===== config.mk =====
export PLATFORM = sky130hd
export DESIGN_NAME = npt_front
export DESIGN_NICKNAME = d
export VERILOG_FILES = /design/src/sv/npt_pkg.sv /design/src/sv/npt_front.sv
export SDC_FILE = /design/constraint.sdc
export NUM_CORES = 1
export LEC_CHECK = 0
export BUFFER_PORTS_ARGS = -buffer_cell sky130_fd_sc_hd__buf_4
export CORE_MARGIN = 5
export CORE_UTILIZATION = 52
export DETAILED_ROUTE_END_ITERATION = 6
export HOLD_SLACK_MARGIN = 0.08
export PLACE_DENSITY_LB_ADDON = 0.1
export SYNTH_ARGS = -nofsm -noshare
export SYNTH_HDL_FRONTEND = slang
export SYNTH_SLANG_ARGS = --single-unit

===== constraint.sdc =====
create_clock -name clk -period 3.2 [get_ports clk]
set_input_delay 0.48 -clock clk [delete_from_list [all_inputs] [get_ports clk]]
set_output_delay 0.48 -clock clk [all_outputs]
set_load 0.03 [all_outputs]

===== src/sv/npt_pkg.sv =====
// Shared types and constants for the nearest point table.
// No dependencies; npt_front, npt_back and the top level import this package.
package npt_pkg;

	localparam int MAX_POINTS = 128;
	localparam int COORD_BITS = 16;
	localparam int IDX_BITS = $clog2(MAX_POINTS);
	localparam int CNT_BITS = $clog2(MAX_POINTS + 1);
	localparam int DIST_BITS = 2 * COORD_BITS + 1;
	localparam int SQ_BITS = 2 * COORD_BITS;
	localparam int PT_BITS = 2 * COORD_BITS;

	localparam int QUEUE_DEPTH = 2;
	localparam int QPTR_BITS = $clog2(QUEUE_DEPTH);
	localparam int QCNT_BITS = $clog2(QUEUE_DEPTH + 1);

	typedef enum logic [1:0] {
		OP_CLEAR  = 2'd0,
		OP_APPEND = 2'd1,
		OP_REMOVE = 2'd2,
		OP_QUERY  = 2'd3
	} op_t;

	typedef enum logic [1:0] {
		ST_OK     = 2'd0,
		ST_EMPTY  = 2'd1,
		ST_FULL   = 2'd2,
		ST_BADIDX = 2'd3
	} status_t;

	typedef enum logic [1:0] {
		BK_IDLE,
		BK_SCAN,
		BK_SHIFT,
		BK_FINISH
	} back_state_t;

	typedef struct packed {
		op_t                   op;
		logic [COORD_BITS-1:0] pos_x;
		logic [COORD_BITS-1:0] pos_y;
		logic [IDX_BITS-1:0]   entry_index;
	} cmd_t;

	typedef struct packed {
		status_t              status;
		logic [IDX_BITS-1:0]  nearest_index;
		logic [DIST_BITS-1:0] nearest_distance;
		logic [CNT_BITS-1:0]  point_count;
	} rsp_t;

	// queue to back end handshake
	typedef struct packed {
		logic valid;
		cmd_t cmd;
	} qhead_t;

endpackage


===== src/sv/npt_front.sv =====
// Front end: takes command items and holds them in a short queue
// for the back end. Depends on npt_pkg.
module npt_front
	import npt_pkg::*;
(
	input  logic   clk,
	input  logic   arst_n,
	input  logic   cmd_valid,
	output logic   cmd_ready,
	input  cmd_t   cmd,
	output qhead_t head,
	input  logic   pop
);

	cmd_t                 entry_q [QUEUE_DEPTH];
	logic [QPTR_BITS-1:0] wr_ptr_q;
	logic [QPTR_BITS-1:0] rd_ptr_q;
	logic [QCNT_BITS-1:0] fill_q;
	logic                 push;
	logic                 do_pop;

	assign cmd_ready = (fill_q != QCNT_BITS'(QUEUE_DEPTH));
	assign push      = cmd_valid && cmd_ready;
	assign do_pop    = pop && (fill_q != '0);

	assign head.valid = (fill_q != '0);
	assign head.cmd   = entry_q[rd_ptr_q];

	always_ff @(posedge clk) begin
		if (push) begin
			entry_q[wr_ptr_q] <= cmd;
		end
	end

	always_ff @(posedge clk or negedge arst_n) begin
		if (!arst_n) begin
			wr_ptr_q <= '0;
			rd_ptr_q <= '0;
			fill_q   <= '0;
		end else begin
			if (push) begin
				wr_ptr_q <= (wr_ptr_q == QPTR_BITS'(QUEUE_DEPTH - 1)) ? '0 : wr_ptr_q + 1'b1;
			end
			if (do_pop) begin
				rd_ptr_q <= (rd_ptr_q == QPTR_BITS'(QUEUE_DEPTH - 1)) ? '0 : rd_ptr_q + 1'b1;
			end
			if (push && !do_pop) begin
				fill_q <= fill_q + 1'b1;
			end else if (!push && do_pop) begin
				fill_q <= fill_q - 1'b1;
			end
		end
	end

endmodule


Yosys cells after proc, flatten, opt, wreduce, memory -nomap -nowiden. Memories as Yosys holds them, arrays and structs flattened. Index checks and enable logic that the tools add are counted.

Add/sub/neg operators: 4. Equality and inequality tests: 1. Multiplexer cells: 6. Reduce and logical (&&, ||, !) cells: 8.

Operators by type and width (count): $logic_and A1 B1 Y1 (4); $mux W1 (4); $mux W2 (2); $reduce_bool A2 Y1 (2); $add A1 B1 Y1 const B (2); $add A2 B1 Y2 const B (1); $logic_not A1 Y1 (2); $ne A2 B2 Y1 const B (1); $sub A2 B1 Y2 const B (1).

Register bits: 4. Memory bits (writable): 82. Input bits: 45. Output and inout port bits: 43. Logic and storage cells: 23. Memories: 1.

Memory list: entry_q (depth 2, bits a word 41, rd ports 1, clocked after Yosys merged registers in 0, wr ports 1, line npt_front.sv:15) `cmd_t entry_q [QUEUE_DEPTH];`.

Depth between registers and ports, before layout.
Word-level depth: 6. Depth in mapped cells: 7. Gate-level depth less buffers: 7.

Worst setup path before layout. No wires, ideal clock.

Path kind: register -> register. Start point: register fill_q[0]. End point: memory entry_q[0][0] (netlist name) (enable). Setup time: 439 ps. Arrival: 2617 ps. Data required time: 2761 ps. Slack: 143 ps. Cell stages (with the launch flop): 4. Buffers on the path: 0. Period minus slack after synthesis: 3057 ps. Cells stage by stage: dfrtp_1 > nand2b_1 > nand2_1 > nor2_1.

Cells in the longest elaborated chain, start to end: 4.

RTL lines: start, declared (line npt_front.sv:18) `logic [QCNT_BITS-1:0] fill_q;`; start signal, assigned (line npt_front.sv:48) `fill_q <= fill_q + 1'b1;`; start signal, assigned (line npt_front.sv:50) `fill_q <= fill_q - 1'b1;`; $ne A2 B2 Y1 (line npt_front.sv:22) `assign cmd_ready = (fill_q != QCNT_BITS'(QUEUE_DEPTH));`; net cmd_ready (line npt_front.sv:9) `output logic cmd_ready,`; $logic_and A1 B1 Y1 (line npt_front.sv:23) `assign push = cmd_valid && cmd_ready;`; $mux W1 (line npt_front.sv:30) `if (push) begin`; $mux W1 (not written as such) (line npt_front.sv:31) `entry_q[wr_ptr_q] <= cmd;`; end, declared (line npt_front.sv:15).

The timed path passes the listed nets, and every way through them passes these cells.

==> results.txt <==
Root Buffer - clkbuf_8
Psw - 1430 µW
Fin crit share - 74.4%
Synth Register Bits - 86
Hold Path Depth - 1
Crit Reg-Reg Startpoint - fill_q[0]
FF-to-FF setup slack - 1.21 ns
Sequential power share - 39.4%
Hold endpoint - entry_q[0][25]
Layout cells sized above 1 - 59.5%
Fmax - 0.420 GHz
Die Width - 90.3 µm
CP Max Fanout - 23
Clock slew seen by the registers of the worst setup and hold paths - 0.08 ns
Cells on worst reg2reg path - 4
Clk Latency, worst-skew pair - 0.34 ns
Status - complete, no violations
Pre-CTS WS - 1.16 ns
Final setup viols - 0
Initial Util - 53.2%
H-tree Lvls - 3
Synth top area cells - edfxtp_1, mux2_4, dfrtp_1
Commonest non-fill, non-tap cell in the layout - buf_4
Seq/Total Area, Yosys - 76.4%
1st-iter DRT viols - 35
Hold crit path type - primary input to flop
CTS max path bufs - 2
Yosys warning count - 0
Min Tclk post-route - 2.38 ns
Core box area - 0.00631 mm²
GRT Overall Usage - 13.8%
Setup bufs post-CTS - 0
WP data arrival - 1.90 ns
Clk_skew - 0.00520 ns
Internal power - 2850 µW
CTS tree - built
Slew Limit Fails - 0
P_leak - 0.00174 µW
Initial antenna violation count - 0
Chip height - 90.3 µm
Mapped Nets - 192
Largest net degree at the start of global routing - 42
Worst-margin pin slew - 0.942 ns
Final Hold Vio Count - 0
Syn avg cell area - 23.0 µm²
Num CTS Buffers - 9
Mapped Area - 0.00336 mm²
WP data required - 2.72 ns
Top cell type by total area after synthesis - edfxtp_1
Nets - 288
Pwr dens - 997 mW/mm²
Post-synthesis cell count - 146
Worst Setup Start Kind - flop
Final GP Congestion - 0.689
Setup TNS - 0 ns
Die ar. - 0.00816 mm²
CTS sink cnt - 86
Worst R2R End - entry_q[0][10]
Post-DR wirelength/cell - 17.0 µm
DRC Markers - 0
Vias per inst - 4.97
Vias in the first global route - 1,786
Worst hold path startpoint - cmd[25]
Most frequent cells in the layout - buf_4, edfxtp_1, mux2_4
Area share of the largest cell type after synthesis - 73.4%
Initial DRT Pass Iterations - 4
Post-CTS sizing - 0
Logic pwr share - 40.3%
Num ports - 88
Max_cap viols - 0
First-pass GRT wire length - 8.56 mm
Clk pwr share - 20.3%
DR vias - 1,609
Rows - 29
Drt total wl - 5.50 mm
Synth unique cells - 15
RSZ-0062 raised after global routing - false
Buffers on Ports - 87
Sw Ratio - 33.4%
Layout area overhead - 28.1%
Final WS setup - 0.821 ns
Antenna diodes - 0
Rel. slew slack - 37.2%
WS Path Type - flop to primary output
Post-DRT Antenna Nets - 0
CP Capture Type - primary output
Max rail drop VDD - 526 µV
Grt ovf - 0
-- flip-flops by register name (all words and copies together), names as in the netlist --
signal,count
entry_q,82
fill_q,2
rd_ptr_q,1
wr_ptr_q,1
-- timing repair --
| item | 4_1_cts | 5_1_grt |
|---|---|---|
| setup endpoints to repair | 0 | 0 |
| hold buffers | 1 | 0 |
| hold endpoints to repair | 4 | 0 |
-- power by group through the flow --
stage | combinational [µW] | clock, µW | sequential (µW)
finish | 1730 | 870 | 1690
global route | 1810 | 936 | 1720
CTS | 1760 | 888 | 1700
detailed placement | 1750 | 0 | 1720
global placement | 1720 | 0 | 1700
floorplan | 1370 | 0 | 1630
-- through the flow --
step | utilization (%) | instance area (µm²) | instances | hold slack [ns] | power [µW]
final | 68.1 | 4300 | 324 | 0.319 | 4290
after global routing | 68.1 | 4300 | 324 | 0.290 | 4470
after CTS | 68.1 | 4300 | 324 | 0.299 | 4340
after detailed placement | 64.2 | 4050 | 307 | 0.280 | 3470
after global placement | 64.2 | 4050 | 307 | 0.278 | 3420
after floorplan | - | 3360 | 146 | 0.184 | 3000
-- how the worst max path moves through the flow --
stage,slack [ns],cells after the start,startpoint,to
4_1_cts,0.78,3,rd_ptr_q,head[33]
6_report,0.82,3,rd_ptr_q,head[24]
3_3_place_gp,1.19,3,rd_ptr_q,head[38]
3_5_place_dp,1.16,4,fill_q[0],entry_q[0][37]
5_1_grt,0.73,3,rd_ptr_q,head[33]
2_1_floorplan,0.14,3,fill_q[0],entry_q[0][0]
-- area by class of cell --
class | instances | area [µm²]
clock buffers | 10 | 128
clock inverters | 6 | 110
fillers | 433 | 2010
inverters | 1 | 3.75
multi-input cells | 54 | 707
flip-flops and latches | 86 | 2560
well taps | 77 | 96.3
repair buffers | 90 | 691
-- logic make-up (layout without fill, tap and decap cells) --
group | count (synthesis) | in the layout | synth area share [%]
AND/OR/NAND/NOR | 7 | 7 | 1.01
XOR/XNOR | 5 | 5 | 1.31
adder cells (fa/ha/maj) | 1 | 1 | 0.373
flip-flops | 86 | 86 | 76.4
buffers and inverters | 6 | 107 | 2.83
multiplexers | 41 | 41 | 18.1
-- per-layer routing --
layer  part of all wire, %  global-route usage [%]
met5                     0                       0
met2                    54                    24.6
met1                    36                    14.0
met4                   2.2                    7.07
met3                   7.0                    5.08
-- worst max-delay path, cell delays in order, from the launching register on --
cell and delay (ns):
dfrtp_2 0.76, buf_12 0.29, mux2_4 0.32, buf_4 0.17
-- Yosys cell counts --
master,number
buf_12,4
or2_1,1
ha_1,1
nor2_1,2
mux2_4,39
and3_1,1
xor2_1,2
mux2_2,2
nand2b_1,1
buf_6,1
edfxtp_1,82
dfrtp_1,4
inv_1,1
nand2_1,2
xnor2_1,3
Note: power is estimated with default switching activity, not from simulation.
